<file path="src/rtl/core/ghe_pkg.sv">
// Shared types and constants of the geohash interleaved encoder.
// Depends on nothing; used by every RTL module of the block.
package ghe_pkg;

  localparam logic [2:0] ST_OK        = 3'd0;
  localparam logic [2:0] ST_BAD_PREC  = 3'd1;
  localparam logic [2:0] ST_BAD_RANGE = 3'd2;
  localparam logic [2:0] ST_GLOBAL    = 3'd3;
  localparam logic [2:0] ST_OUTSIDE   = 3'd4;

  localparam logic signed [31:0] GLOBAL_LAT_LIMIT = 32'sd850511287;
  localparam logic signed [31:0] GLOBAL_LON_LIMIT = 32'sd1800000000;

  localparam logic signed [30:0] LAT_MIN_RST = -31'sd850511287;
  localparam logic signed [30:0] LAT_MAX_RST = 31'sd850511287;
  localparam logic signed [31:0] LON_MIN_RST = -32'sd1800000000;
  localparam logic signed [31:0] LON_MAX_RST = 32'sd1800000000;

  localparam logic [1:0] REG_LAT_MIN = 2'd0;
  localparam logic [1:0] REG_LAT_MAX = 2'd1;
  localparam logic [1:0] REG_LON_MIN = 2'd2;
  localparam logic [1:0] REG_LON_MAX = 2'd3;

  typedef struct packed {
    logic signed [31:0] lon_in;
    logic signed [31:0] lat_in;
    logic [7:0]         precision;
  } in_item_t;

  typedef struct packed {
    logic [63:0] hash_bits;
    logic [7:0]  hash_precision;
    logic [2:0]  status;
  } out_item_t;

  typedef struct packed {
    logic signed [30:0] lat_min;
    logic signed [30:0] lat_max;
    logic signed [31:0] lon_min;
    logic signed [31:0] lon_max;
  } cfg_t;

  // One coordinate in the divider: remainder, divisor, quotient so far.
  typedef struct packed {
    logic [31:0] rem;
    logic [31:0] den;
    logic [31:0] q;
    logic        sat;
  } lane_t;

  typedef struct packed {
    logic [2:0] status;
    logic [7:0] precision;
    lane_t      lat;
    lane_t      lon;
  } div_item_t;

endpackage

</file>
<file path="src/rtl/core/ghe_front.sv">
// Input stage: precision, range and bound checks, offsets and spans for the divider.
// Depends on ghe_pkg.
module ghe_front #(
  parameter int MAX_PRECISION = 32
) (
  input  logic                clk,
  input  logic                rst,
  input  ghe_pkg::cfg_t       cfg,
  input  logic                in_valid,
  output logic                in_ready,
  input  ghe_pkg::in_item_t   in_data,
  output logic                out_valid,
  input  logic                out_ready,
  output ghe_pkg::div_item_t  out_data
);

  ghe_pkg::div_item_t item_next;
  logic signed [31:0] lat_min_x;
  logic signed [31:0] lat_max_x;
  logic signed [32:0] lat_num;
  logic signed [32:0] lat_den;
  logic signed [32:0] lon_num;
  logic signed [32:0] lon_den;
  logic [2:0]         status;

  assign lat_min_x = 32'(cfg.lat_min);
  assign lat_max_x = 32'(cfg.lat_max);
  assign lat_num = 33'(in_data.lat_in) - 33'(lat_min_x);
  assign lat_den = 33'(lat_max_x) - 33'(lat_min_x);
  assign lon_num = 33'(in_data.lon_in) - 33'(cfg.lon_min);
  assign lon_den = 33'(cfg.lon_max) - 33'(cfg.lon_min);

  always_comb begin
    if (in_data.precision == 8'd0 || in_data.precision > 8'(MAX_PRECISION)) begin
      status = ghe_pkg::ST_BAD_PREC;
    end else if (lat_max_x <= lat_min_x || cfg.lon_max <= cfg.lon_min) begin
      status = ghe_pkg::ST_BAD_RANGE;
    end else if (in_data.lat_in > ghe_pkg::GLOBAL_LAT_LIMIT ||
                 in_data.lat_in < -ghe_pkg::GLOBAL_LAT_LIMIT ||
                 in_data.lon_in > ghe_pkg::GLOBAL_LON_LIMIT ||
                 in_data.lon_in < -ghe_pkg::GLOBAL_LON_LIMIT) begin
      status = ghe_pkg::ST_GLOBAL;
    end else if (in_data.lat_in < lat_min_x || in_data.lat_in > lat_max_x ||
                 in_data.lon_in < cfg.lon_min || in_data.lon_in > cfg.lon_max) begin
      status = ghe_pkg::ST_OUTSIDE;
    end else begin
      status = ghe_pkg::ST_OK;
    end
  end

  always_comb begin
    item_next.status    = status;
    item_next.precision = in_data.precision;
    item_next.lat.rem   = lat_num[31:0];
    item_next.lat.den   = lat_den[31:0];
    item_next.lat.q     = '0;
    item_next.lat.sat   = (lat_num == lat_den);
    item_next.lon.rem   = lon_num[31:0];
    item_next.lon.den   = lon_den[31:0];
    item_next.lon.q     = '0;
    item_next.lon.sat   = (lon_num == lon_den);
  end

  assign in_ready = !out_valid || out_ready;

  always_ff @(posedge clk) begin
    if (rst) begin
      out_valid <= 1'b0;
    end else if (in_ready) begin
      out_valid <= in_valid;
    end
  end

  always_ff @(posedge clk) begin
    if (in_ready && in_valid) begin
      out_data <= item_next;
    end
  end

endmodule

</file>
<file path="config.mk">
export PLATFORM = sky130hd
export DESIGN_NAME = ghe_front
export DESIGN_NICKNAME = d
export VERILOG_FILES = /design/src/rtl/core/ghe_pkg.sv /design/src/rtl/core/ghe_front.sv
export SDC_FILE = /design/constraint.sdc
export NUM_CORES = 1
export LEC_CHECK = 0
export CORE_MARGIN = 5
export CORE_UTILIZATION = 35
export DETAILED_ROUTE_END_ITERATION = 6
export DONT_BUFFER_PORTS = 1
export PLACE_DENSITY = 0.53
export SKIP_LAST_GASP = 1
export SYNTH_ARGS = -nofsm -noshare
export SYNTH_HDL_FRONTEND = slang
export SYNTH_SLANG_ARGS = --single-unit
</file>
<file path="constraint.sdc">
create_clock -name clk -period 5.1 [get_ports clk]
set_input_delay 0.51 -clock clk [delete_from_list [all_inputs] [get_ports clk]]
set_output_delay 0.51 -clock clk [all_outputs]
set_load 0.03 [all_outputs]
</file>
Word-level counts from Yosys, hierarchy flattened --
Cells that the tools add are included.
Storage, ports and cells: output and inout port bits 207, bits of input ports 202, logic and storage cells 43, bits in registers 142
Operators by class: order comparisons 11, reductions and logical operators 13, muxes and demuxes 3, eq/ne operators 2, $add $sub $neg 4
Operators by type and width (number):
- 32-bit by 32-bit subtractor with 33-bit output | 2
- 33-bit by 32-bit == test with 1-bit output | 1
- 33-bit == test | 1
- 32-bit by 31-bit subtractor with 33-bit output | 1
- 32-bit by 31-bit > comparator with 1-bit output | 1
- 32-bit by 31-bit > comparator with 1-bit output (second input constant) | 1
- 32-bit > comparator | 1
- 32-bit > comparator (second input constant) | 1
- 32-bit less-or-equal comparator | 1
- 32-bit by 31-bit < comparator with 1-bit output | 1
- 32-bit by 31-bit < comparator with 1-bit output (second input constant) | 1
- 32-bit < comparator | 1
- 32-bit < comparator (second input constant) | 1
- 31-bit by 31-bit subtractor with 32-bit output | 1
- 31-bit less-or-equal comparator | 1
- 1-bit logical OR | 9
- 8-bit by 6-bit > comparator with 1-bit output (second input constant) | 1
- 8-bit zero test | 1
- 2-bit 2-to-1 mux | 2
- 3-bit 2-to-1 mux | 1
- 3-bit OR reduction | 1
- 1-bit logical AND | 1
- 1-bit zero test | 1

Depth between registers and ports, before layout --
depth after elaboration 7, depth in mapped cells 15, gate-level depth less buffers 15

Least setup slack after synthesis --
No wires, ideal clock.
path type input-to-reg, from input port out_ready, to register out_data[0] (netlist name), enable pin, library setup time 517 ps, required time 4583 ps, data arrival time 4122 ps, stages 2, buffers on the path 0, slack 461 ps, path through nand2b_1 > and2_1
Between the ends: cells in the longest elaborated chain, start to end 2
RTL lines:
- from (decl) | line ghe_front.sv:13 | input logic out_ready,
- 1-bit logical OR | line ghe_front.sv:64 | assign in_ready = !out_valid || out_ready;
- 1-bit logical AND | line ghe_front.sv:75 | if (in_ready && in_valid) begin
- to (signal assigned) | line ghe_front.sv:76 | out_data <= item_next;
- to (decl) | line ghe_front.sv:14 | output ghe_pkg::div_item_t out_data
Every way passes these cells. A chain may end at the register's enable or synchronous reset.

==> metrics.log <==
INFO  metric final_layout_size_suffix_gt1_frac = 0.0393
INFO  metric grt_pass1_wl = approximately 79 mm
INFO  metric global_route.usage.total = 0.219
INFO  metric critical_path_cell_by_cell = inv_1 > ha_1 > a21o_1 > a21oi_1 > a21boi_1 > o41a_1 > a2111oi_4 > nor4_1 > or4_4 > a2111oi_2 > nand4b_1 > or4_1 > nor4_2
INFO  metric finalHoldViolCount = 0
INFO  metric ctsLongestPathBuffers = 2
INFO  metric kind_of_path_behind_the_tightest_hold_check = primary input to flop
INFO  metric period_share = 0.884
INFO  metric synth_edf_count = roughly 140
INFO  metric critPathKind = primary input to flop
INFO  metric wirelength = about 54 mm
INFO  metric htreeDepth = 4
INFO  metric cp_data_required_time = between 5 and 6 ns
INFO  metric synthArstFlopShare = 0
INFO  metric drv.max_cap_violation_count = 0
INFO  metric synthFlopType = sky130_fd_sc_hd__edfxtp_1
INFO  metric antenna_found_initial = 1
INFO  metric dieHeight = 217 um
INFO  metric path_max_fanout = 7
INFO  metric timing.rr.start = out_valid
INFO  metric grt_setup_unrepaired = no
INFO  metric ys_seq_elements = about 140
INFO  metric cp-start-kind = primary input
INFO  metric multi_input_area = about 0.0098 mm2
INFO  metric fmaxAchievable = 222 MHz
INFO  metric cts.sink_count = 142
INFO  metric gp_congestion = around 0.94
INFO  metric die_area = 0.0471 mm2
INFO  metric slew_headroom = 0.228
INFO  metric clock_latency = about 0.47 ns
INFO  metric worst-endpoint-arrival = ~4.8 ns
INFO  metric synth-warning-count = 0
INFO  metric maximum_number_of_pins_on_one_net_before_global_route_repair = 52
INFO  metric inserted_clock_buffers = 17
INFO  metric critPathBufInv = 1
INFO  metric yosys.cell_types.count = a little under 80
INFO  metric finalSetupViolCount = 0
INFO  metric detailroute.via_count = roughly 13k
INFO  metric top_level_ports = slightly above 400
INFO  metric cts.root.buffer_cell = sky130_fd_sc_hd__clkbuf_16
INFO  metric hold_path_end = out_valid
INFO  metric netlist_instances = approximately 1.7k
INFO  metric initial_core_util = 0.355
INFO  metric tritoncts = yes
INFO  metric final.setup_skew = about 0.012 ns
INFO  metric post-cts-setup-buffers = 0
INFO  metric drt-initial-drc-count = roughly 760
INFO  metric ir_worst_vdd = ~0.00016 V
INFO  metric core = about 0.042 mm2
INFO  metric leakage = about 7 nW
INFO  metric worst-slew-pin-transition = between 1 and 1.5 ns
INFO  metric post_cts.resized_instances = 0
INFO  metric dp_hpwl = about 46 mm
INFO  metric post_drt_via_cell_ratio = 5.70
INFO  metric slew_violations = 0
INFO  metric ant_nets = 0
INFO  metric first_pass_iters = 5
INFO  metric worst_r2r_endpoint = out_data[168]
INFO  metric worst_hold_slack = between 0.1 and 0.15 ns
INFO  metric drc_errors = 0
INFO  metric timing.critical_path.to_type = flop
INFO  metric cts.clk_slew.worst_paths = 0.06 ns
INFO  metric seqCellArea = approximately 0.0043 mm2
INFO  metric regToRegSetupSlack = 2.62 ns
INFO  metric synth.avg_cell_area = about 8.9 um2
INFO  metric chipWidth = between 200 and 250 um
INFO  metric powerDensity = a little under 300 mW/mm2
INFO  metric n_fill_cell = approximately 4.3k
INFO  metric min_period = 4.51 ns
INFO  metric design.final.nets = ~2.1k
INFO  metric row_count = 75
INFO  metric area_growth_from_synthesis_to_layout = 6.59%
INFO  metric hold_buffers = 0
INFO  metric number_of_global_route_vias_before_repair = 12.9k
INFO  metric run_status = finished clean
INFO  metric path_delay_family = compound AO/OA/AOI/OAI gates
INFO  metric timing.reg2reg.worst_path_depth = 3
INFO  metric critical-path-max-stage-delay = about 0.58 ns
INFO  metric post_drt_wl_per_cell = approximately 24 um
INFO  metric worst_hold_path.num_cells = 1
INFO  metric worst_path_max_delay_cell = sky130_fd_sc_hd__or4_1
INFO  metric port-buffer-count = 0
INFO  metric insertedDiodeCount = 0
INFO  metric globalRoute.totalOverflow = 0
INFO  metric holdCritStartpoint = rst
INFO  metric synth_area = 0.0150 mm2
INFO  metric synth_seq_area_share = 0.283
INFO  metric setup_total_negative_slack = 0 ns
cells by family after synthesis:
group | count (synthesis) | share of synthesized area
AO/OA/AOI/OAI | 506 | 0.220
AND/OR/NAND/NOR | 423 | 0.146
buffers and inverters | 254 | 0.0795
adder cells (fa/ha/maj) | 199 | 0.168
XOR/XNOR | 159 | 0.0995
flip-flops | 142 | 0.283
multiplexers | 4 | 0.00275
other | 1 | 0.000250
metrics by stage:
stage | power [mW] | setup slack, ns | std cells | util | cell area [um2]
after floorplan | 3.13 | 0.461 | 1751 | - | 15200
after global placement | 3.53 | 0.270 | 2212 | 0.366 | 15400
after detailed placement | 3.53 | 0.150 | 2212 | 0.366 | 15400
after CTS | 4.80 | 0.618 | 2244 | 0.379 | 16000
after global routing | 5.04 | 0.392 | 2244 | 0.379 | 16000
final | 4.76 | 0.591 | 2244 | 0.379 | 16000
cells in the mapped netlist (8+ instances only):
| master | count | area (um2) |
|---|---|---|
| sky130_fd_sc_hd__nor2b_1 | 23 | 144 |
| sky130_fd_sc_hd__a221oi_1 | 8 | 70.1 |
| sky130_fd_sc_hd__o211ai_1 | 13 | 97.6 |
| sky130_fd_sc_hd__o21bai_1 | 21 | 158 |
| sky130_fd_sc_hd__o31ai_1 | 9 | 67.6 |
| sky130_fd_sc_hd__a31o_2 | 9 | 78.8 |
| sky130_fd_sc_hd__xnor2_1 | 89 | 780 |
| sky130_fd_sc_hd__edfxtp_1 | 141 | 4230 |
| sky130_fd_sc_hd__and2_1 | 20 | 125 |
| sky130_fd_sc_hd__o21ai_0 | 90 | 450 |
| sky130_fd_sc_hd__a211oi_1 | 14 | 105 |
| sky130_fd_sc_hd__a21oi_1 | 153 | 766 |
| sky130_fd_sc_hd__a21o_1 | 78 | 586 |
| sky130_fd_sc_hd__nor4_1 | 17 | 106 |
| sky130_fd_sc_hd__nand2_1 | 97 | 364 |
| sky130_fd_sc_hd__nor3_1 | 29 | 145 |
| sky130_fd_sc_hd__o21a_1 | 21 | 158 |
| sky130_fd_sc_hd__and3_1 | 21 | 131 |
| sky130_fd_sc_hd__a31oi_1 | 12 | 75.1 |
| sky130_fd_sc_hd__or3_1 | 15 | 93.8 |
| sky130_fd_sc_hd__nand4_1 | 51 | 319 |
| sky130_fd_sc_hd__buf_4 | 64 | 480 |
| sky130_fd_sc_hd__clkbuf_1 | 27 | 101 |
| sky130_fd_sc_hd__inv_1 | 162 | 608 |
| sky130_fd_sc_hd__xor2_1 | 63 | 552 |
| sky130_fd_sc_hd__a21boi_0 | 8 | 60.1 |
| sky130_fd_sc_hd__nor2_1 | 86 | 323 |
| sky130_fd_sc_hd__nand3_1 | 27 | 135 |
| sky130_fd_sc_hd__ha_1 | 195 | 2440 |
cell type report:
class                      instances  area share
clock buffer                      18      0.0268
clock inverter                    14     0.00790
inverter                         162      0.0380
multi-input combinational       1355       0.613
sequential                       142       0.266
tap                              539      0.0422
timing repair buffer              14     0.00657
power breakdown:
part | total, mW | switching (mW) | internal [mW]
logic | 1.68 | 1.04 | 0.640
registers | 1.85 | 0.345 | 1.51
clock network | 1.23 | 0.527 | 0.707
total | 4.76 | 1.91 | 2.86
per-layer routing:
metal | GRT usage | vias to the layer above | part of all wire
li1 | - | 6111 | -
met1 | 0.260 | 6112 | 0.40
met2 | 0.382 | 485 | 0.49
met3 | 0.0628 | 76 | 0.081
met4 | 0.0708 | 2 | 0.029
met5 | 0 | - | 0.00024
placed cells by master (no fill, tap or decap), drive strengths merged, types with 15 or more instances in the layout:
| cell type | Yosys | final |
|---|---|---|
| a21o | 78 | 78 |
| a21oi | 153 | 153 |
| and2 | 20 | 20 |
| and3 | 21 | 21 |
| clkbuf | 27 | 18 |
| conb | 1 | 64 |
| edfxtp | 141 | 141 |
| ha | 195 | 195 |
| inv | 162 | 162 |
| nand2 | 97 | 97 |
| nand3 | 27 | 27 |
| nand4 | 51 | 51 |
| nor2 | 86 | 86 |
| nor2b | 23 | 23 |
| nor3 | 29 | 29 |
| nor4 | 18 | 18 |
| o21a | 21 | 21 |
| o21ai | 96 | 96 |
| o21bai | 21 | 21 |
| or3 | 15 | 15 |
| xnor2 | 89 | 89 |
| xor2 | 63 | 63 |
how the worst max path moves through the flow:
stage | startpoint | depth (start not counted) | to | slack, ns
after global routing | cfg[35] | 13 | out_data[0] | 0.39
final | cfg[35] | 13 | out_data[0] | 0.59
after floorplan | out_ready | 2 | out_data[0] | 0.46
after CTS | cfg[35] | 13 | out_data[0] | 0.62
after global placement | cfg[35] | 13 | out_data[0] | 0.27
after detailed placement | cfg[35] | 13 | out_data[0] | 0.15
sequential cells by signal, summed over array words and instances, names as in the netlist:
signal     cells
out_data     141
out_valid      1
Power figures use the tool's default switching activity.
