**config.mk**
```make
export PLATFORM = sky130hd
export DESIGN_NAME = ghe_div_stage
export DESIGN_NICKNAME = d
export VERILOG_FILES = /design/src/rtl/core/ghe_pkg.sv /design/src/rtl/core/ghe_div_stage.sv
export SDC_FILE = /design/constraint.sdc
export NUM_CORES = 1
export LEC_CHECK = 0
export ABC_AREA = 1
export BUFFER_PORTS_ARGS = -buffer_cell sky130_fd_sc_hd__buf_2
export CAP_MARGIN = 20
export CORE_ASPECT_RATIO = 0.8
export CORE_MARGIN = 5
export CORE_UTILIZATION = 52
export CTS_CLUSTER_SIZE = 20
export DETAILED_ROUTE_END_ITERATION = 8
export PLACE_DENSITY = 0.82
export SYNTH_ARGS = -nofsm -noshare
export SYNTH_HDL_FRONTEND = slang
export SYNTH_SLANG_ARGS = --single-unit
```
**constraint.sdc**
```tcl
create_clock -name clk -period 20.8 [get_ports clk]
set_input_delay 6.24 -clock clk [delete_from_list [all_inputs] [get_ports clk]]
set_output_delay 6.24 -clock clk [all_outputs]
set_load 0.02 [all_outputs]
```
**src/rtl/core/ghe_pkg.sv**
```systemverilog
// Shared types and constants of the geohash interleaved encoder.
// Depends on nothing; used by every RTL module of the block.
package ghe_pkg;

  localparam logic [2:0] ST_OK        = 3'd0;
  localparam logic [2:0] ST_BAD_PREC  = 3'd1;
  localparam logic [2:0] ST_BAD_RANGE = 3'd2;
  localparam logic [2:0] ST_GLOBAL    = 3'd3;
  localparam logic [2:0] ST_OUTSIDE   = 3'd4;

  localparam logic signed [31:0] GLOBAL_LAT_LIMIT = 32'sd850511287;
  localparam logic signed [31:0] GLOBAL_LON_LIMIT = 32'sd1800000000;

  localparam logic signed [30:0] LAT_MIN_RST = -31'sd850511287;
  localparam logic signed [30:0] LAT_MAX_RST = 31'sd850511287;
  localparam logic signed [31:0] LON_MIN_RST = -32'sd1800000000;
  localparam logic signed [31:0] LON_MAX_RST = 32'sd1800000000;

  localparam logic [1:0] REG_LAT_MIN = 2'd0;
  localparam logic [1:0] REG_LAT_MAX = 2'd1;
  localparam logic [1:0] REG_LON_MIN = 2'd2;
  localparam logic [1:0] REG_LON_MAX = 2'd3;

  typedef struct packed {
    logic signed [31:0] lon_in;
    logic signed [31:0] lat_in;
    logic [7:0]         precision;
  } in_item_t;

  typedef struct packed {
    logic [63:0] hash_bits;
    logic [7:0]  hash_precision;
    logic [2:0]  status;
  } out_item_t;

  typedef struct packed {
    logic signed [30:0] lat_min;
    logic signed [30:0] lat_max;
    logic signed [31:0] lon_min;
    logic signed [31:0] lon_max;
  } cfg_t;

  // One coordinate in the divider: remainder, divisor, quotient so far.
  typedef struct packed {
    logic [31:0] rem;
    logic [31:0] den;
    logic [31:0] q;
    logic        sat;
  } lane_t;

  typedef struct packed {
    logic [2:0] status;
    logic [7:0] precision;
    lane_t      lat;
    lane_t      lon;
  } div_item_t;

endpackage

```
**src/rtl/core/ghe_div_stage.sv**
```systemverilog
// One restoring-division stage: one quotient bit for both coordinates.
// Depends on ghe_pkg.
module ghe_div_stage (
  input  logic                clk,
  input  logic                rst,
  input  logic                in_valid,
  output logic                in_ready,
  input  ghe_pkg::div_item_t  in_data,
  output logic                out_valid,
  input  logic                out_ready,
  output ghe_pkg::div_item_t  out_data
);

  function automatic ghe_pkg::lane_t step(input ghe_pkg::lane_t l);
    ghe_pkg::lane_t o;
    logic [32:0]    r2;
    logic           ge;
    o  = l;
    r2 = {l.rem, 1'b0};
    ge = (r2 >= {1'b0, l.den});
    o.rem = ge ? 32'(r2 - {1'b0, l.den}) : r2[31:0];
    o.q   = {l.q[30:0], ge};
    return o;
  endfunction

  ghe_pkg::div_item_t item_next;

  always_comb begin
    item_next     = in_data;
    item_next.lat = step(in_data.lat);
    item_next.lon = step(in_data.lon);
  end

  assign in_ready = !out_valid || out_ready;

  always_ff @(posedge clk) begin
    if (rst) begin
      out_valid <= 1'b0;
    end else if (in_ready) begin
      out_valid <= in_valid;
    end
  end

  always_ff @(posedge clk) begin
    if (in_ready && in_valid) begin
      out_data <= item_next;
    end
  end

endmodule

```
; ---- Word level (Yosys, flattened, before mapping)
; Index checks and enable logic that the tools add are counted.
[word_totals]
regBits = 206
out_inout_bits = 207
wordCells = 22
[op_classes]
add_sub_neg = 2
order_cmp = 2
muxes = 2
reduce_logical = 3
[ops]
columns = cell, count
row1 = >= comparator 33 x 32 -> 1 bit, 2
row2 = 2-to-1 mux 32 bit, 2
row3 = subtractor 32 bit, 2
row4 = logical AND 1 bit, 1
row5 = zero test 1 bit, 1
row6 = logical OR 1 bit, 1

; ---- Longest topological paths before layout
; Gate-level depths: netlist of the first run.
[logic_depth]
word_depth = 3
mapped_depth = 17
ltp_nobuf = 15

; ---- Worst setup path after synthesis of the first run
; OpenSTA, ideal clock, no wires.
[synth_timing]
kind = input to register
start = input in_valid
end = register out_data[0] (netlist bit), enable pin
setup_ns = 0.839
arrival_ns = 16.122
t_required_ns = 19.961
slack_ns = 3.839
cell_stages = 2
cell_sequence = inv_1 > a21oi_1
[synth_via]
elab_chain_cells = 1
[synth_rtl]
columns = element, line_no
row1 = from (decl), ghe_div_stage.sv:6  ; input logic in_valid,
row2 = logical AND 1 bit, ghe_div_stage.sv:45  ; if (in_ready && in_valid) begin
row3 = to (signal assigned), ghe_div_stage.sv:46  ; out_data <= item_next;
row4 = to (decl), ghe_div_stage.sv:11  ; output ghe_pkg::div_item_t out_data
; Every way passes these cells.
; A chain may end at the register's enable or synchronous reset.

; ---- Worst setup path in the final report of the first run
[layout_timing]
start = input out_ready
end = output in_ready
[layout_via]
elab_chain_cells = 1
[layout_rtl]
columns = element, line_no
row1 = from (decl), ghe_div_stage.sv:10  ; input logic out_ready,
row2 = logical OR 1 bit, ghe_div_stage.sv:34  ; assign in_ready = !out_valid || out_ready;
row3 = to (decl), ghe_div_stage.sv:7  ; output logic in_ready,
; Every way passes these cells.

==> impl_metrics.tcl, run 1 <==
set metrics [dict create \
    rsz0062_at_grt "no" \
    cp.required_ns 14.56 \
    endpoint_kind "primary output" \
    start_util_pct 53.0 \
    die_h_um 148 \
    ys_types 30 \
    dr.pass1.iters 6 \
    critPathLaunchType "input port" \
    drc 0 \
    maxCapViolations 0 \
    netlist_instances 1507 \
    max_freq_ghz 0.0774 \
    worst_path_max_delay_cell "buf_2" \
    ys_ff_latch 206 \
    synth_warnings 0 \
    dieWidth_um 183 \
    grt_pass1_wl_um 57000 \
    final_common_cell "nand2_1" \
    fillers 2028 \
    routed_wl_um 37600 \
    cts_buffers 22 \
    clk_latency_ns 0.52 \
    powerDensity_mw_per_mm2 75.8 \
    rows 50 \
    cts_tree "built" \
    cp.arrival_ns 6.69 \
    via_per_inst 4.98 \
    mostFrequentLayoutCells "nand2_1 (587), buf_2 (413), inv_1 (302)" \
    antenna_left 0 \
    grt_antenna_before_repair 3 \
    cpPeakStageDelay_ns 0.16 \
    num_vias 11270 \
    placed_cell_area_mm2 0.0148 \
    holdBufCountCts 0 \
    maxSlewViolCount 0 \
    drive_above_1_share_pct 25.1 \
    clk_pin_slew_worst_paths_ns 0.06 \
    cts.sink_count 206 \
    max-slew-margin-rel_pct 36.0 \
    grt_start_max_net_pins 76 \
    outcome "complete, no violations" \
    grt.overflow.total 0 \
    crit_type "in -> out" \
    finalCriticalPeriod_ns 12.93 \
    cts_setup_buffers 0 \
    fin_area_mm2 0.0155 \
    grt_pass1_vias 10604 \
    leakage_nw 8.27 \
    power.total_w 0.00117 \
    hpwl_um 30400 \
    cts_max_path_buffers 3 \
    cp_common_cell "buf_2" \
    grt_usage_pct 26.4 \
    peakVddDrop_mv 0.0763 \
    skew_ns 0.00672 \
    die_area_mm2 0.0271 \
    cts_resized 0 \
    h-tree-depth 1 \
    seq_area_frac_synth_pct 49.7 \
    nNetsFinal 2205 \
    crit_chain "buf_2 > inv_1 > nand2_1 > buf_2" \
    cp_top_family "buffers and inverters" \
    worst_slew_pin_slew_ns 0.958 \
    worstPathMaxFanout 2 \
    synthesis.nets 1782 \
    period_share_pct 62.1 \
    num_io_pins 416 \
    syn_area_mm2 0.0124 \
    setup_violations 0 \
    routedWlPerCell_um 16.6 \
    tns_ns 0 \
    hold_class "reg -> reg" \
    cts-root-buf "clkbuf_16" \
    core_area_mm2 0.0235 \
    critPathBufInv 3 \
    place_congestion 0.988 \
    drt_iter0_drc 833 \
    final_cell_count_no_fill 2263 \
    post_synth.cell_area_avg_um2 8.25 \
    place_inst 2218 \
    io_buffers 413 \
    hold_violations 0 \
    area_growth_pct 24.4 \
]
-- tightest hold or removal path: stages (launching register included) --
cell     delay [ns]
dfxtp_1        0.35
nand2_1        0.10
a21oi_1        0.06
-- registers in the layout, indices dropped and copies added, names as in the netlist --
| name | count |
|---|---|
| out_data | 205 |
| out_valid | 1 |
-- where the power goes --
part	internal (W)	switching [W]	total (W)
clock	0.000209	0.000163	0.000371
sequential	0.000500	0.00000802	0.000508
combinational	0.0000944	0.000198	0.000292
-- logic make-up after synthesis --
group                    after synthesis  share of synthesized area, %
AO/OA/AOI/OAI                         50                          2.07
XOR/XNOR                              28                          1.97
adder cells (fa/ha/maj)               66                          6.76
buffers and inverters                320                          10.3
flip-flops                           206                          49.7
AND/OR/NAND/NOR                      837                          29.2
-- per-stage QoR --
step	hold slack (ns)	worst slack, ns	utilization [%]
after CTS	0.539	7.87	65.9
after floorplan	0.705	3.84	-
after global routing	0.570	7.82	65.9
after detailed placement	0.530	7.87	63.0
final	0.539	7.87	65.9
after global placement	0.529	7.88	63.0
-- worst paths after layout --
| check | from | endpoint | slack, ns | depth (start not counted) |
|---|---|---|---|---|
| hold / removal | out_valid | out_valid | 0.54 | 2 |
| setup / recovery | out_ready | in_ready | 7.87 | 4 |
| hold reg to reg | out_valid | out_valid | 0.54 | 2 |
| setup reg to reg | out_valid | out_data[88] | 18.17 | 3 |
-- Yosys cell counts --
library cell,number,area (um^2)
nand2_1,587,2200
inv_1,302,1130
edfxtp_1,205,6160
nand3_1,80,400
nor2_1,72,270
ha_1,64,801
a21oi_1,45,225
xor2_1,26,228
nand3_2,22,220
nand3b_1,21,158
and2_1,16,100
nor3_1,13,65.1
buf_2,8,40.0
buf_6,8,90.1
nand2_2,6,37.5
nor2_2,6,37.5
nand4_1,5,31.3
nor3_2,3,30.0
a21o_1,2,15.0
fa_1,2,40.0
nand2_4,2,22.5
nand2_8,2,40.0
o21ai_0,2,10.0
xnor2_1,2,17.5
buf_8,1,15.0
dfxtp_1,1,20.0
inv_4,1,6.26
nor2_4,1,11.3
o21bai_1,1,7.51
or2_2,1,6.26
-- cell type report --
class                      count  area (um^2)  share of cell area [%]
antenna                        5         12.5                  0.0809
clock buffer                  29          577                    3.73
clock inverter                11         93.8                   0.607
inverter                     303         1140                    7.37
multi-input combinational    981         4990                    32.3
sequential                   206         6180                    39.9
tap                          312          390                    2.52
timing repair buffer         416         2090                    13.5
-- metal layers --
metal	GRT usage (%)	part of all wire [%]	vias up
li1	-	-	5580
met1	35.4	42	5134
met2	43.6	46	502
met3	6.50	10	54
met4	6.40	2.2	0
met5	0	0	-
No activity file was read; power rests on OpenSTA's default activity.
==> inputs of run 2 (changes only) <==
Settings changed: ABC_AREA 1 to 0, CORE_UTILIZATION 52 to 45, PLACE_DENSITY 0.82 to 0.77.
Clock period 20.8 ns to 10.6 ns, I/O delays scaled along.
==> impl_metrics.tcl, run 2 <==
set metrics [dict create \
    outcome "complete, no violations" \
    cts_buffers 23 \
    top_register "out_data" \
    fillers 2049 \
    hold_class "reg -> reg" \
    cts-root-buf "clkbuf_16" \
    area_growth_pct 28.0 \
    cpPeakStageDelay_ns 0.18 \
    final_common_cell "buf_2" \
    largest_reg_flops 205 \
    cts.sink_count 206 \
    worst_slew_pin_slew_ns 0.986 \
    grt_pass1_wl_um 47800 \
    netlist_instances 905 \
    synth.most_common_cell "edfxtp_1" \
    antenna_left 0 \
    async_reset_ff_share_pct 0 \
    netlist.area_leader.share_pct 56.4 \
    start_util_pct 45.3 \
    drive_above_1_share_pct 37.0 \
    synth_top_area_cell "edfxtp_1" \
    synth_top_flop_cell "edfxtp_1" \
    rows 51 \
    leakage_nw 6.39 \
    endpoint_kind "primary output" \
    cts_max_path_buffers 3 \
    grt_pass1_vias 8796 \
    die_h_um 149 \
    max-slew-margin-rel_pct 34.2 \
    multi_input_area_mm2 0.00432 \
    powerDensity_mw_per_mm2 164 \
    yosys.area_share.simple_pct 9.21 \
    finalCriticalPeriod_ns 6.80 \
    core_area_mm2 0.0241 \
    h-tree-depth 1 \
    grt_start_max_net_pins 130 \
    max_freq_ghz 0.147 \
    crit_type "in -> out" \
    seq_area_frac_synth_pct 56.6 \
    clk_latency_ns 0.51 \
    holdBufCountCts 0 \
    post_synth.cell_area_avg_um2 12.1 \
    synth.top_cells.by_area "edfxtp_1 (56%), ha_1 (7.3%), mux2_4 (3.3%)" \
    top_regs "out_data: 205 flops, out_valid: 1 flops" \
    tns_ns 0 \
    grt_usage_pct 21.9 \
    cts_tree "built" \
    io_buffers 413 \
    num_vias 8898 \
    worstPathMaxFanout 3 \
    dieWidth_um 184 \
    drc 0 \
    cts_resized 0 \
    cts_setup_buffers 0 \
    worst_path_max_delay_cell "buf_2" \
    setup_violations 0 \
    clk_pin_slew_worst_paths_ns 0.06 \
    crit_chain "buf_2 > nand2b_1 > buf_2" \
    mostFrequentLayoutCells "buf_2 (413), edfxtp_1 (205), nand2_1 (90)" \
    synth_top_family_by_area "compound AO/OA/AOI/OAI gates" \
    routedWlPerCell_um 19.5 \
    die_area_mm2 0.0275 \
    regArea_mm2 0.00618 \
    synthAdderAreaFrac_pct 7.70 \
    routed_wl_um 32300 \
    dp_slack_ns 3.80 \
    dr.pass1.iters 5 \
    drt_iter0_drc 733 \
    ys_ff_latch 206 \
    cp_common_cell "buf_2" \
    synth_edf_count 205 \
    maxSlewViolCount 0 \
    num_io_pins 416 \
    via_per_inst 5.37 \
    grt.overflow.total 0 \
    netlist_top_cells_count "edfxtp_1 (205), nand2_1 (90), inv_1 (75)" \
    synth_xor_xnor_area_share_pct 3.69 \
    cp.arrival_ns 3.62 \
    rsz0062_at_grt "no" \
    synthesis.nets 1180 \
    muxShareOfSynthArea_pct 4.17 \
    place_congestion 0.963 \
    hold_violations 0 \
    grt_antenna_before_repair 10 \
    synth_compound_area_share_pct 14.7 \
    finalWorstSetupSlack_ns 3.80 \
    maxCapViolations 0 \
    period_share_pct 64.2 \
    cp.required_ns 7.42 \
    skew_ns 0.00987 \
    peakVddDrop_mv 0.140 \
    critPathLaunchType "input port" \
    synth_warnings 0 \
    hpwl_um 25300 \
    nNetsFinal 1595 \
    ys_types 67 \
    syn_area_mm2 0.0109 \
]
## run 2: kinds of logic (layout without fill, tap and decap cells)
group                    count (synthesis)  in the layout
other                                    0              4
XOR/XNOR                                46             46
buffers and inverters                  100            529
AND/OR/NAND/NOR                        214            214
flip-flops                             206            206
multiplexers                            33             33
AO/OA/AOI/OAI                          240            240
adder cells (fa/ha/maj)                 66             66
## run 2: stage by stage
| step | hold WS [ns] | power [W] | area (um^2) | utilization, % | std cells |
|---|---|---|---|---|---|
| CTS | 0.590 | 0.00232 | 14000 | 57.9 | 1652 |
| global placement | 0.527 | 0.00154 | 13300 | 55.0 | 1613 |
| detailed placement | 0.582 | 0.00156 | 13300 | 55.0 | 1613 |
| finish | 0.595 | 0.00230 | 14000 | 57.9 | 1656 |
| floorplan | 0.729 | 0.00139 | 10900 | - | 905 |
| global route | 0.626 | 0.00240 | 14000 | 57.9 | 1656 |
## run 2: critical path: cells and delay by family
kind,cells,cell delay [ns]
buffers and inverters,2,0.27
AND/OR/NAND/NOR,1,0.17
## run 2: cell type report
cell class                 instances  share of cell area, %
sequential                       206                   44.2
multi-input combinational        599                   30.9
timing repair buffer             415                   15.0
clock buffer                      25                   4.17
tap                              318                   2.85
inverter                          75                   2.01
clock inverter                    14                  0.806
antenna                            4                 0.0716
## run 2: power breakdown
group	internal, W	switching, W
Combinational	0.000210	0.000334
Clock	0.000424	0.000328
Sequential	0.000985	0.0000169
## run 2: routing by layer
metal	vias to the layer above	global-route usage, %	wire, um
met5	-	0	60
met4	12	7.02	1110
met3	79	4.88	2840
met2	412	36.3	15200
met1	4204	28.9	13100
li1	4191	-	-
## run 2: final timing paths
| path | slack (ns) | cells past startpoint | end | startpoint |
|---|---|---|---|---|
| worst min register to register | 0.59 | 2 | out_valid | out_valid |
| worst max-delay path | 3.80 | 3 | in_ready | out_ready |
| worst min-delay path | 0.59 | 2 | out_valid | out_valid |
| worst max register to register | 8.16 | 3 | out_data[24] | out_valid |
