==> src/rtl/core/ghe_pkg.sv <==
// Shared types and constants of the geohash interleaved encoder.
// Depends on nothing; used by every RTL module of the block.
package ghe_pkg;

  localparam logic [2:0] ST_OK        = 3'd0;
  localparam logic [2:0] ST_BAD_PREC  = 3'd1;
  localparam logic [2:0] ST_BAD_RANGE = 3'd2;
  localparam logic [2:0] ST_GLOBAL    = 3'd3;
  localparam logic [2:0] ST_OUTSIDE   = 3'd4;

  localparam logic signed [31:0] GLOBAL_LAT_LIMIT = 32'sd850511287;
  localparam logic signed [31:0] GLOBAL_LON_LIMIT = 32'sd1800000000;

  localparam logic signed [30:0] LAT_MIN_RST = -31'sd850511287;
  localparam logic signed [30:0] LAT_MAX_RST = 31'sd850511287;
  localparam logic signed [31:0] LON_MIN_RST = -32'sd1800000000;
  localparam logic signed [31:0] LON_MAX_RST = 32'sd1800000000;

  localparam logic [1:0] REG_LAT_MIN = 2'd0;
  localparam logic [1:0] REG_LAT_MAX = 2'd1;
  localparam logic [1:0] REG_LON_MIN = 2'd2;
  localparam logic [1:0] REG_LON_MAX = 2'd3;

  typedef struct packed {
    logic signed [31:0] lon_in;
    logic signed [31:0] lat_in;
    logic [7:0]         precision;
  } in_item_t;

  typedef struct packed {
    logic [63:0] hash_bits;
    logic [7:0]  hash_precision;
    logic [2:0]  status;
  } out_item_t;

  typedef struct packed {
    logic signed [30:0] lat_min;
    logic signed [30:0] lat_max;
    logic signed [31:0] lon_min;
    logic signed [31:0] lon_max;
  } cfg_t;

  // One coordinate in the divider: remainder, divisor, quotient so far.
  typedef struct packed {
    logic [31:0] rem;
    logic [31:0] den;
    logic [31:0] q;
    logic        sat;
  } lane_t;

  typedef struct packed {
    logic [2:0] status;
    logic [7:0] precision;
    lane_t      lat;
    lane_t      lon;
  } div_item_t;

endpackage

==> src/rtl/core/ghe_interleave.sv <==
// Output stage: trim quotients to the precision, saturate, interleave, zero the hash on error.
// Depends on ghe_pkg.
module ghe_interleave #(
  parameter int MAX_PRECISION = 32
) (
  input  logic                clk,
  input  logic                rst,
  input  logic                in_valid,
  output logic                in_ready,
  input  ghe_pkg::div_item_t  in_data,
  output logic                out_valid,
  input  logic                out_ready,
  output ghe_pkg::out_item_t  out_data
);

  logic [5:0]          sh;
  logic [32:0]         full;
  logic [31:0]         lat_idx;
  logic [31:0]         lon_idx;
  logic [63:0]         hash;
  ghe_pkg::out_item_t  item_next;

  assign sh   = 6'(MAX_PRECISION) - in_data.precision[5:0];
  assign full = (33'd1 << in_data.precision[5:0]) - 33'd1;
  assign lat_idx = in_data.lat.sat ? full[31:0] : (in_data.lat.q >> sh);
  assign lon_idx = in_data.lon.sat ? full[31:0] : (in_data.lon.q >> sh);

  always_comb begin
    for (int i = 0; i < 32; i++) begin
      hash[2*i]   = lat_idx[i];
      hash[2*i+1] = lon_idx[i];
    end
    item_next.hash_bits      = (in_data.status == ghe_pkg::ST_OK) ? hash : 64'd0;
    item_next.hash_precision = in_data.precision;
    item_next.status         = in_data.status;
  end

  assign in_ready = !out_valid || out_ready;

  always_ff @(posedge clk) begin
    if (rst) begin
      out_valid <= 1'b0;
    end else if (in_ready) begin
      out_valid <= in_valid;
    end
  end

  always_ff @(posedge clk) begin
    if (in_ready && in_valid) begin
      out_data <= item_next;
    end
  end

endmodule

==> config.mk <==
export PLATFORM = sky130hd
export DESIGN_NAME = ghe_interleave
export DESIGN_NICKNAME = d
export VERILOG_FILES = /design/src/rtl/core/ghe_pkg.sv /design/src/rtl/core/ghe_interleave.sv
export SDC_FILE = /design/constraint.sdc
export NUM_CORES = 1
export LEC_CHECK = 0
export BUFFER_PORTS_ARGS = -buffer_cell sky130_fd_sc_hd__buf_2
export CORE_ASPECT_RATIO = 2
export CORE_MARGIN = 5
export CORE_UTILIZATION = 40
export DETAILED_ROUTE_END_ITERATION = 7
export PLACE_DENSITY = 0.63
export REMOVE_ABC_BUFFERS = 1
export SETUP_SLACK_MARGIN = 0.4
export SYNTH_ARGS = -nofsm -noshare
export SYNTH_HDL_FRONTEND = slang
export SYNTH_SLANG_ARGS = --single-unit
==> constraint.sdc <==
create_clock -name clk -period 7.1 [get_ports clk]
set_input_delay 1.065 -clock clk [delete_from_list [all_inputs] [get_ports clk]]
set_output_delay 1.065 -clock clk [all_outputs]
set_load 0.005 [all_outputs]
## Word level (Yosys, flattened, before mapping)

Index checks and enable logic that the tools add are counted.

- Logic and storage cells: 15
- Output and inout port bits: 77
- Bits of input ports: 209
- Register bits: 76

- Shifts and indexed selects: 3
- Multiplexer cells: 2
- Reduce and logical (&&, ||, !) cells: 4
- Add/sub/neg operators: 2

Operators with widths:

| kind | number |
|---|---|
| 32-bit two-way mux | 2 |
| 32-bit by 6-bit >> shifter with 32-bit output | 2 |
| 1-bit by 6-bit left shift with 32-bit output, first input constant | 1 |
| 32-bit by 1-bit subtractor with 32-bit output, second input constant | 1 |
| 6-bit subtractor, first input constant | 1 |
| 3-bit zero test | 1 |
| 1-bit logical AND | 1 |
| 1-bit zero test | 1 |
| 1-bit logical OR | 1 |

## Depth between registers and ports, before layout

Gate-level depths: netlist (run 1).

- Depth after elaboration: 3
- Mapped depth: 15

## Worst setup path before layout (run 1)

No wires, ideal clock.

- Kind: input to register
- Start point: input in_data[194] (netlist bit)
- End point: register out_data[51] (netlist bit) (data pin)
- Setup slack: 3152 ps
- Arrival time: 3676 ps
- Stages on the path: 15
- Path buffers: 5
- Setup time: 271 ps
- Cells stage by stage: buf_6 -> buf_6 -> clkinv_1 -> ha_1 -> ha_1 -> buf_2 -> buf_1 -> nand2_1 -> ha_1 -> clkbuf_1 -> nand2_1 -> o21ai_0 -> nand2_1 -> a21oi_1 -> o22ai_1

- Word-level cells in the longest chain between the ends: 3
- Elaborated cells between the ends (all ways): 5
- Classes of those cells: add/sub (2); shift (2); mux (1)

RTL lines:

| what | line | source |
|---|---|---|
| from (decl) | ghe_interleave.sv:10 | `input ghe_pkg::div_item_t in_data,` |
| 6-bit subtractor / 1-bit by 6-bit left shift with 32-bit output (equally long branches) | ghe_interleave.sv:23, ghe_interleave.sv:24 |  |
| 32-bit by 6-bit >> shifter with 32-bit output / 32-bit by 1-bit subtractor with 32-bit output (equally long branches) | ghe_interleave.sv:25, ghe_interleave.sv:24 |  |
| 32-bit two-way mux * | ghe_interleave.sv:25 | `assign lat_idx = in_data.lat.sat ? full[31:0] : (in_data.lat.q >> sh);` |
| to (signal assigned) | ghe_interleave.sv:50 | `out_data <= item_next;` |
| to (decl) | ghe_interleave.sv:13 | `output ghe_pkg::out_item_t out_data` |

Every way passes the cells marked *; elsewhere a longest branch is shown, timed or not.
A chain may end at the register's enable or synchronous reset.

## Worst setup path in the final report (run 1)

- Start point: input in_data[196] (netlist bit)
- End point: register out_data[32] (netlist bit) (data pin)

- Word-level cells in the longest chain between the ends: 3
- Elaborated cells between the ends (all ways): 5
- Classes of those cells: add/sub (2); shift (2); mux (1)

RTL lines:

| what | line | source |
|---|---|---|
| 6-bit subtractor / 1-bit by 6-bit left shift with 32-bit output (equally long branches) | ghe_interleave.sv:23, ghe_interleave.sv:24 |  |
| 32-bit by 6-bit >> shifter with 32-bit output / 32-bit by 1-bit subtractor with 32-bit output (equally long branches) | ghe_interleave.sv:26, ghe_interleave.sv:24 |  |
| 32-bit two-way mux * | ghe_interleave.sv:26 | `assign lon_idx = in_data.lon.sat ? full[31:0] : (in_data.lon.q >> sh);` |

Marked as above.

==> impl_metrics.env, run 1 <==
export IMPL_status="finished clean"
export IMPL_async_reset_ff_share_pct=0
export IMPL_path_clk_slew_ps=70
export IMPL_fin_setup_tns_ps=0
export IMPL_clk_latency_ps=340
export IMPL_final_cell_area_um2=9000
export IMPL_drive_gt1_share_pct=28.0
export IMPL_worstReg2RegStart="out_valid"
export IMPL_die_w_um=109
export IMPL_drt_pre_antenna_iters=7
export IMPL_synth_area_um2=7840
export IMPL_wl_um=32700
export IMPL_vias_per_cell=6.51
export IMPL_overflow=0
export IMPL_pre_cts_ws_ps=2230
export IMPL_critPathCaptureType="flop"
export IMPL_grt_max_degree=76
export IMPL_fin_crit_sh_pct=64.8
export IMPL_cp_start_kind="input port"
export IMPL_rsz0062_at_grt="false"
export IMPL_io_pins=286
export IMPL_start_util_pct=40.5
export IMPL_die_y_um=208
export IMPL_cts_hold_buf=0
export IMPL_place_congestion=0.992
export IMPL_area_growth_pct=14.7
export IMPL_cts_sinks=76
export IMPL_placed_area_um2=8650
export IMPL_relSlewSlack_pct=37.3
export IMPL_critPathKind="input port to flop"
export IMPL_power_leakage_uw=0.00351
export IMPL_vdd_ir_drop_worst_v=0.000160
export IMPL_cts_tree="built"
export IMPL_crit_arrival_ps=4630
export IMPL_avgSynthCellArea_um2=9.30
export IMPL_final_nets=1167
export IMPL_antenna_found_initial=0
export IMPL_grt_pass1_vias=7842
export IMPL_clockBufferDepth=2
export IMPL_drc=0
export IMPL_antenna_left=0
export IMPL_crit_required_ps=7130
export IMPL_core_um2=19400
export IMPL_route_vias_total=7907
export IMPL_hold_slack_ps=518
export IMPL_hold_path_startpoint="out_valid"
export IMPL_clock_skew_ps=9.68
export IMPL_fmax_mhz=217
export IMPL_place_hpwl_um=25900
export IMPL_yosysSeqAreaShare_pct=29.0
export IMPL_track_usage_pct=28.7
export IMPL_synth_edf_count=75
export IMPL_ctsResizeCount=0
export IMPL_synth_cell_types=79
export IMPL_clockRootBuffer="clkbuf_16"
export IMPL_min_path_cells=2
export IMPL_ys_ff_latch=76
export IMPL_cp_max_fo=68
export IMPL_utilization_pct=46.4
export IMPL_synth_main_ff_cell="edfxtp_1"
export IMPL_worstPathCellList="buf_2 > inv_1 > ha_4 > buf_4 > mux2_2 > a221oi_1 > nand2_1 > nand4_1 > o221ai_1"
export IMPL_synth_cells=843
export IMPL_drv_slew=0
export IMPL_h_tree_depth=3
export IMPL_row_count=72
export IMPL_design_die_area_um2=22700
export IMPL_yosys_warnings=0
export IMPL_critPathLaunch="in_data[196]"
export IMPL_period_needed_ps=4600
export IMPL_worst_slew_pin_slew_ps=935
export IMPL_grt_pass1_wl_um=48400
export IMPL_power_density_nw_per_um2=183
export IMPL_io_buffer_count=157
export IMPL_cts_made_buffers=9
export IMPL_wire_per_inst_um=26.9
export IMPL_critPathMaxStageDelay_ps=860
export IMPL_drtIter0Drc=699
export IMPL_final_hold_violation_count=0
export IMPL_hp_class="flop to flop"
export IMPL_postCtsSetupBuffers=0
export IMPL_drv_cap=0
export IMPL_setup_slack_ps=2500
export IMPL_crit_slowest_cell="ha_4"
export IMPL_n_antenna_cell=0
export IMPL_finalSetupViolCount=0
export IMPL_rr_worst_depth=2
registers in the layout (all words and copies together), names as in the netlist:
signal,flops
out_valid,1
out_data,75
power by group:
part / total, µW / internal, µW / switching [µW]
Clock: 532 / 346 / 186
Sequential: 532 / 525 / 6.53
Combinational: 587 / 216 / 371
Total: 1650 / 1090 / 563
per-stage QoR:
| step | instances | total power [µW] |
|---|---|---|
| after global routing | 1215 | 1710 |
| after global placement | 1199 | 1110 |
| after detailed placement | 1199 | 1110 |
| after floorplan | 772 | 892 |
| after CTS | 1215 | 1650 |
| final | 1215 | 1650 |
cell usage after synthesis (13+ instances only):
master | count | area share (%)
nand2_1 | 106 | 5.1
mux2i_1 | 81 | 10
edfxtp_1 | 75 | 29
nor2_1 | 54 | 2.6
o21ai_0 | 52 | 3.3
o22ai_1 | 39 | 3.1
buf_2 | 36 | 2.3
a21oi_1 | 35 | 2.2
mux2_2 | 32 | 4.6
mux4_2 | 28 | 8.0
nand3_1 | 21 | 1.3
clkbuf_1 | 19 | 0.91
o221ai_1 | 16 | 1.8
o211ai_1 | 13 | 1.2
per-layer routing:
layer | up-vias | share of wire, % | track usage [%]
li1 | 3527 | - | -
met1 | 3788 | 34 | 31.2
met2 | 463 | 51 | 49.9
met3 | 129 | 5.9 | 3.41
met4 | 0 | 8.6 | 20.5
met5 | - | 0 | 0
cells in the final DEF, fill, tap and decap left out, drive strengths merged, types with 28 or more instances in the layout:
cell type and n:
a21oi 36, mux2 32, edfxtp 75, nand2 108, o21ai 57, o22ai 39, mux4 28, nor2 56
buf 168, mux2i 81
kinds of logic after synthesis:
kind of cell	count (synthesis)	synth area share, %
AO/OA/AOI/OAI	268	23.9
XOR/XNOR	16	2.03
adder cells (fa/ha/maj)	7	1.12
buffers and inverters	82	5.76
flip-flops	76	29.0
multiplexers	141	23.0
AND/OR/NAND/NOR	253	15.3
worst max-delay path, delay by kind of cell:
kind / cells / cell delay (ps)
multiplexers: 1 / 410
AND/OR/NAND/NOR: 2 / 230
buffers and inverters: 3 / 1180
AO/OA/AOI/OAI: 2 / 790
adder cells (fa/ha/maj): 1 / 860
final timing paths:
check | to | slack, ps
worst max register to register | out_data[0] | 5510
worst max-delay path | out_data[32] | 2500
worst min-delay path | out_valid | 520
worst min register to register | out_valid | 520
final cells by class:
| cell class | count | area [µm²] |
|---|---|---|
| Sequential cell | 76 | 2270 |
| Clock buffer | 9 | 225 |
| Multi-Input combinational cell | 685 | 5140 |
| Tap cell | 259 | 324 |
| Clock inverter | 7 | 121 |
| Inverter | 11 | 41.3 |
| Fill cell | 1947 | 10400 |
| Timing Repair Buffer | 168 | 871 |
(Power assumes the default switching activity.)
==> inputs of run 2 (changes only) <==
==> constraint.sdc (replaced) <==
create_clock -name clk -period 4.7 [get_ports clk]
set_input_delay 0.705 -clock clk [delete_from_list [all_inputs] [get_ports clk]]
set_output_delay 0.705 -clock clk [all_outputs]
set_load 0.005 [all_outputs]
==> run 2 against run 1 <==
Against the previous run:
- sequential power grew 51%
- combinational power increased by 54%
- global-route usage is 0.15 points lower
==> impl_metrics.env, run 2 (same netlist as run 1, synthesis figures left out) <==
export IMPL_status="finished clean"
export IMPL_track_usage_pct=28.5
export IMPL_cp_start_kind="input port"
export IMPL_clk_latency_ps=350
export IMPL_min_path_cells=2
export IMPL_worst_slew_pin_slew_ps=1050
export IMPL_crit_required_ps=4780
export IMPL_drv_slew=0
export IMPL_cts_hold_buf=0
export IMPL_grt_pass1_wl_um=48300
export IMPL_postCtsSetupBuffers=0
export IMPL_wire_per_inst_um=26.5
export IMPL_path_clk_slew_ps=70
export IMPL_start_util_pct=40.5
export IMPL_power_density_nw_per_um2=262
export IMPL_overflow=0
export IMPL_layout_commonest_cell="buf_2"
export IMPL_vias_per_cell=6.51
export IMPL_drc=0
export IMPL_cts_tree="built"
export IMPL_worstReg2RegStart="out_valid"
export IMPL_cp_max_fo=31
export IMPL_biggestRegsByFlops="out_data: 75 flops, out_valid: 1 flops"
export IMPL_largest_register="out_data"
export IMPL_critPathCaptureType="flop"
export IMPL_area_growth_pct=15.9
export IMPL_rsz0062_at_grt="false"
export IMPL_largest_reg_flops=75
export IMPL_core_um2=19400
export IMPL_hold_path_startpoint="rst"
export IMPL_die_y_um=208
export IMPL_row_count=72
export IMPL_place_hpwl_um=26000
export IMPL_multi_input_area_um2=5140
export IMPL_crit_arrival_ps=3870
export IMPL_io_pins=286
export IMPL_power_uw=2380
export IMPL_wl_um=32600
export IMPL_rr_worst_depth=2
export IMPL_finalSetupViolCount=0
export IMPL_antenna_left=0
export IMPL_antenna_found_initial=0
export IMPL_seqCellArea_um2=2270
export IMPL_die_w_um=109
export IMPL_grt_pass1_vias=7986
export IMPL_fmax_mhz=264
export IMPL_drtIter0Drc=765
export IMPL_power_leakage_uw=0.00356
export IMPL_relSlewSlack_pct=29.3
export IMPL_ctsResizeCount=0
export IMPL_drv_cap=0
export IMPL_final_fill_count=1986
export IMPL_clock_skew_ps=8.10
export IMPL_io_buffer_count=157
export IMPL_final_nets=1184
export IMPL_clockRootBuffer="clkbuf_16"
export IMPL_place_congestion=1.07
export IMPL_drive_gt1_share_pct=29.3
export IMPL_fin_crit_sh_pct=80.6
export IMPL_vdd_ir_drop_worst_v=0.000188
export IMPL_h_tree_depth=3
export IMPL_final_hold_violation_count=0
export IMPL_period_needed_ps=3790
export IMPL_hold_slack_ps=506
export IMPL_fin_setup_tns_ps=0
export IMPL_grt_max_degree=76
export IMPL_drt_pre_antenna_iters=6
export IMPL_design_die_area_um2=22700
export IMPL_cts_sinks=76
export IMPL_rr_endpoint="out_data[51]"
export IMPL_rrSetupSlack_ps=3090
export IMPL_layout_common_cells="156 x buf_2, 106 x nand2_1, 81 x mux2i_1"
export IMPL_hold_path_end="out_valid"
export IMPL_clockBufferDepth=2
export IMPL_cts_made_buffers=9
export IMPL_route_vias_total=8021
export IMPL_hp_class="input port to flop"
export IMPL_critPathKind="input port to flop"
run 2: cell count changes in the layout (fill, tap and decap cells not counted), sizes merged:
cell / before / now
buf: 168 / 185
diode: 0 / 1
clkinvlp: 0 / 1
inv: 12 / 14
bufinv: 3 / 0
run 2: critical path, stage by stage:
cell and delay (ps):
buf_4 300, clkinv_1 160, ha_2 740, buf_4 450, nand2b_1 300, o221ai_1 510, nand2_1 140, a32oi_1 370
o21ai_1 150
run 2: worst max-delay path by stage:
stage	slack [ps]	endpoint	startpoint	depth (start not counted)
after floorplan	-160	out_data[14]	in_data[194]	7
after global placement	590	out_data[11]	in_data[194]	9
after detailed placement	580	out_data[11]	in_data[194]	9
after CTS	940	out_data[11]	in_data[194]	9
after global routing	670	out_data[11]	in_data[194]	9
final	910	out_data[11]	in_data[194]	9
run 2: area by class of cell:
class                   instances  share of cell area [%]
repair buffers                185                    11.1
inverters                      11                   0.454
diodes                          1                  0.0275
multi-input cells             685                    56.6
flip-flops and latches         76                    25.0
clock inverters                 7                   0.744
clock buffers                   9                    2.48
well taps                     259                    3.57
run 2: power breakdown:
group | switching, µW | leakage [µW] | internal, µW | total (µW)
clock | 303 | 0.000140 | 370 | 673
combinational | 561 | 0.00267 | 340 | 902
sequential | 10.1 | 0.000752 | 793 | 803
total | 874 | 0.00356 | 1500 | 2380
run 2: routing by layer:
metal | global-route usage (%) | routed length (µm) | up-vias
li1 | - | - | 3566
met1 | 31.4 | 11100 | 3834
met2 | 49.2 | 16500 | 477
met3 | 2.82 | 2070 | 144
met4 | 21.3 | 2920 | 0
met5 | 0 | 0 | -
run 2: per-stage QoR:
stage          cells  worst slack [ps]  cell area [µm²]  util (%)
2_1_floorplan    772              -164             7430         -
3_3_place_gp    1216               593             8790      45.4
3_5_place_dp    1216               578             8790      45.4
4_1_cts         1232               941             9080      46.9
5_1_grt         1232               667             9080      46.9
6_report        1233               912             9080      46.9
==> inputs of run 3 (changes only) <==
--- a/config.mk
+++ b/config.mk
@@ -10,7 +10,7 @@
 export CORE_MARGIN = 5
 export CORE_UTILIZATION = 40
 export DETAILED_ROUTE_END_ITERATION = 7
-export PLACE_DENSITY = 0.63
+export PLACE_DENSITY = 0.65
 export REMOVE_ABC_BUFFERS = 1
 export SETUP_SLACK_MARGIN = 0.4
 export SYNTH_ARGS = -nofsm -noshare
==> constraint.sdc (replaced) <==
create_clock -name clk -period 3.1 [get_ports clk]
set_input_delay 0.465 -clock clk [delete_from_list [all_inputs] [get_ports clk]]
set_output_delay 0.465 -clock clk [all_outputs]
set_load 0.005 [all_outputs]
==> run 3 against run 2 <==
Against the previous run:
- wire length up 13%
- first-iteration DRC count shrank 12%
- clock power rose by 53%
- combinational power is 92% higher
- highest routed layer unchanged
==> impl_metrics.env, run 3 (same netlist as run 1, synthesis figures left out) <==
export IMPL_power_uw=3980
export IMPL_crit_slowest_cell="o41a_1"
export IMPL_place_congestion=1.03
export IMPL_rsz0062_at_grt="true"
export IMPL_layout_commonest_cell="buf_4"
export IMPL_biggestRegsByFlops="out_data: 75 flops, out_valid: 1 flops"
export IMPL_worstPathCellList="buf_8 > buf_6 > ha_2 > buf_12 > nor4_4 > buf_4 > a211o_1 > o41a_1 > buf_4 > nor2_1 > xnor2_1 > o22ai_1"
export IMPL_placed_cells=1356
export IMPL_design_die_area_um2=22700
export IMPL_rr_worst_depth=3
export IMPL_largest_reg_flops=75
export IMPL_hold_path_startpoint="rst"
export IMPL_rr_endpoint="out_data[1]"
export IMPL_antenna_left=0
export IMPL_rrSetupSlack_ps=1670
export IMPL_switching_share_pct=35.1
export IMPL_area_growth_pct=35.6
export IMPL_switching_power_uw=1400
export IMPL_fmax_mhz=371
export IMPL_fin_crit_sh_pct=87.0
export IMPL_status="finished clean"
export IMPL_gr_usage_met1_pct=34.8
export IMPL_core_um2=19400
export IMPL_die_w_um=109
export IMPL_cts_hold_buf=0
export IMPL_clockBufferDepth=2
export IMPL_crit_arrival_ps=2750
export IMPL_start_util_pct=40.5
export IMPL_hp_class="input port to flop"
export IMPL_cts_tree="built"
export IMPL_track_usage_pct=32.4
export IMPL_grt_met3_usage_pct=3.54
export IMPL_grt_max_degree=60
export IMPL_row_count=72
export IMPL_final_fill_count=1867
export IMPL_critPathMaxStageDelay_ps=380
export IMPL_final_cells=1384
export IMPL_critPathKind="input port to flop"
export IMPL_seqPwrFrac_pct=30.6
export IMPL_drv_slew=0
export IMPL_n_antenna_cell=0
export IMPL_hold_path_end="out_valid"
export IMPL_cell_internal_pwr_uw=2580
export IMPL_largest_register="out_data"
export IMPL_cts_sinks=76
export IMPL_io_buffer_count=157
export IMPL_drt_pre_antenna_iters=5
export IMPL_relSlewSlack_pct=36.8
export IMPL_die_y_um=208
export IMPL_grt_use_met2_pct=57.1
export IMPL_drtIter0Drc=674
export IMPL_period_needed_ps=2700
export IMPL_io_pins=286
export IMPL_vias_per_cell=6.20
export IMPL_placed_area_um2=9940
export IMPL_pre_cts_ws_ps=-146
export IMPL_crit_top_cell="buf_4"
export IMPL_power_density_nw_per_um2=374
export IMPL_min_path_cells=2
export IMPL_drc=0
export IMPL_final_cell_area_um2=10600
export IMPL_cp_start_kind="input port"
export IMPL_drv_cap=0
export IMPL_crit_buf_inv=5
export IMPL_setup_slack_ps=404
export IMPL_grt_pass1_vias=8554
export IMPL_h_tree_depth=3
export IMPL_clock_skew_ps=8.07
export IMPL_wl_um=36800
export IMPL_crit_required_ps=3160
export IMPL_combPwrFrac_pct=43.4
export IMPL_power_frac_clock_pct=25.9
export IMPL_route_vias_total=8583
export IMPL_crit_family="buffers and inverters"
export IMPL_grt_pass1_wl_um=54000
export IMPL_worst_slew_pin_slew_ps=940
export IMPL_layout_common_cells="166 x buf_4, 156 x buf_2, 106 x nand2_1"
export IMPL_place_hpwl_um=29500
export IMPL_critPathCaptureType="flop"
export IMPL_antenna_found_initial=0
export IMPL_final_nets=1336
export IMPL_wire_per_inst_um=26.6
export IMPL_cts_made_buffers=9
export IMPL_clk_latency_ps=340
export IMPL_cp_max_fo=9
export IMPL_utilization_pct=54.9
export IMPL_worstReg2RegStart="out_valid"
export IMPL_final_hold_violation_count=0
export IMPL_path_clk_slew_ps=60
export IMPL_finalSetupViolCount=0
export IMPL_grt_busiest_layer="met2"
export IMPL_overflow=0
export IMPL_drive_gt1_share_pct=42.0
export IMPL_clockRootBuffer="clkbuf_16"
export IMPL_vdd_ir_drop_worst_v=0.000276
export IMPL_power_leakage_uw=0.00439
[run 3: worst max path at each step]
stage | start | end | slack, ps | depth (start not counted)
floorplan | in_data[194] | out_data[14] | -1520 | 7
global placement | in_data[194] | out_data[63] | -130 | 10
detailed placement | in_data[194] | out_data[64] | -150 | 10
CTS | in_data[194] | out_data[14] | 400 | 12
global route | in_data[194] | out_data[70] | 350 | 14
finish | in_data[194] | out_data[60] | 400 | 12
[run 3: routing by layer]
metal | vias to the layer above | routed length (µm)
met3 | 152 | 2290
met5 | - | 0
met4 | 0 | 3280
met2 | 467 | 18900
li1 | 3869 | -
met1 | 4095 | 12400
[run 3: through the flow]
| stage | hold slack [ps] | setup TNS (ps) |
|---|---|---|
| 2_1_floorplan | 522 | -65400 |
| 3_3_place_gp | 496 | -2170 |
| 3_5_place_dp | 516 | -1590 |
| 4_1_cts | 275 | 0 |
| 5_1_grt | 272 | 0 |
| 6_report | 282 | 0 |
[run 3: final cells by class]
cell class / instances / area (µm²) / area share (%)
clock buffers: 10 / 229 / 2.15
clock inverters: 6 / 62.6 / 0.588
inverters: 11 / 48.8 / 0.459
multi-input cells: 686 / 5390 / 50.7
flip-flops and latches: 76 / 2270 / 21.4
well taps: 259 / 324 / 3.05
repair buffers: 336 / 2300 / 21.6
[run 3: power by group through the flow]
stage               clock (µW)  combinational [µW]  sequential [µW]
finish                    1030                1730             1220
global route              1100                1820             1220
CTS                       1040                1650             1220
detailed placement           0                1580             1240
global placement             0                1570             1240
floorplan                    0                 791             1250
[run 3: timing repair]
item | in CTS | in global routing
cloned | 2 | 0
buffers inserted | 6 | 4
pin swaps | 10 | 11
resized for setup | 34 | 23
endpoints found under the setup margin | 48 | 62
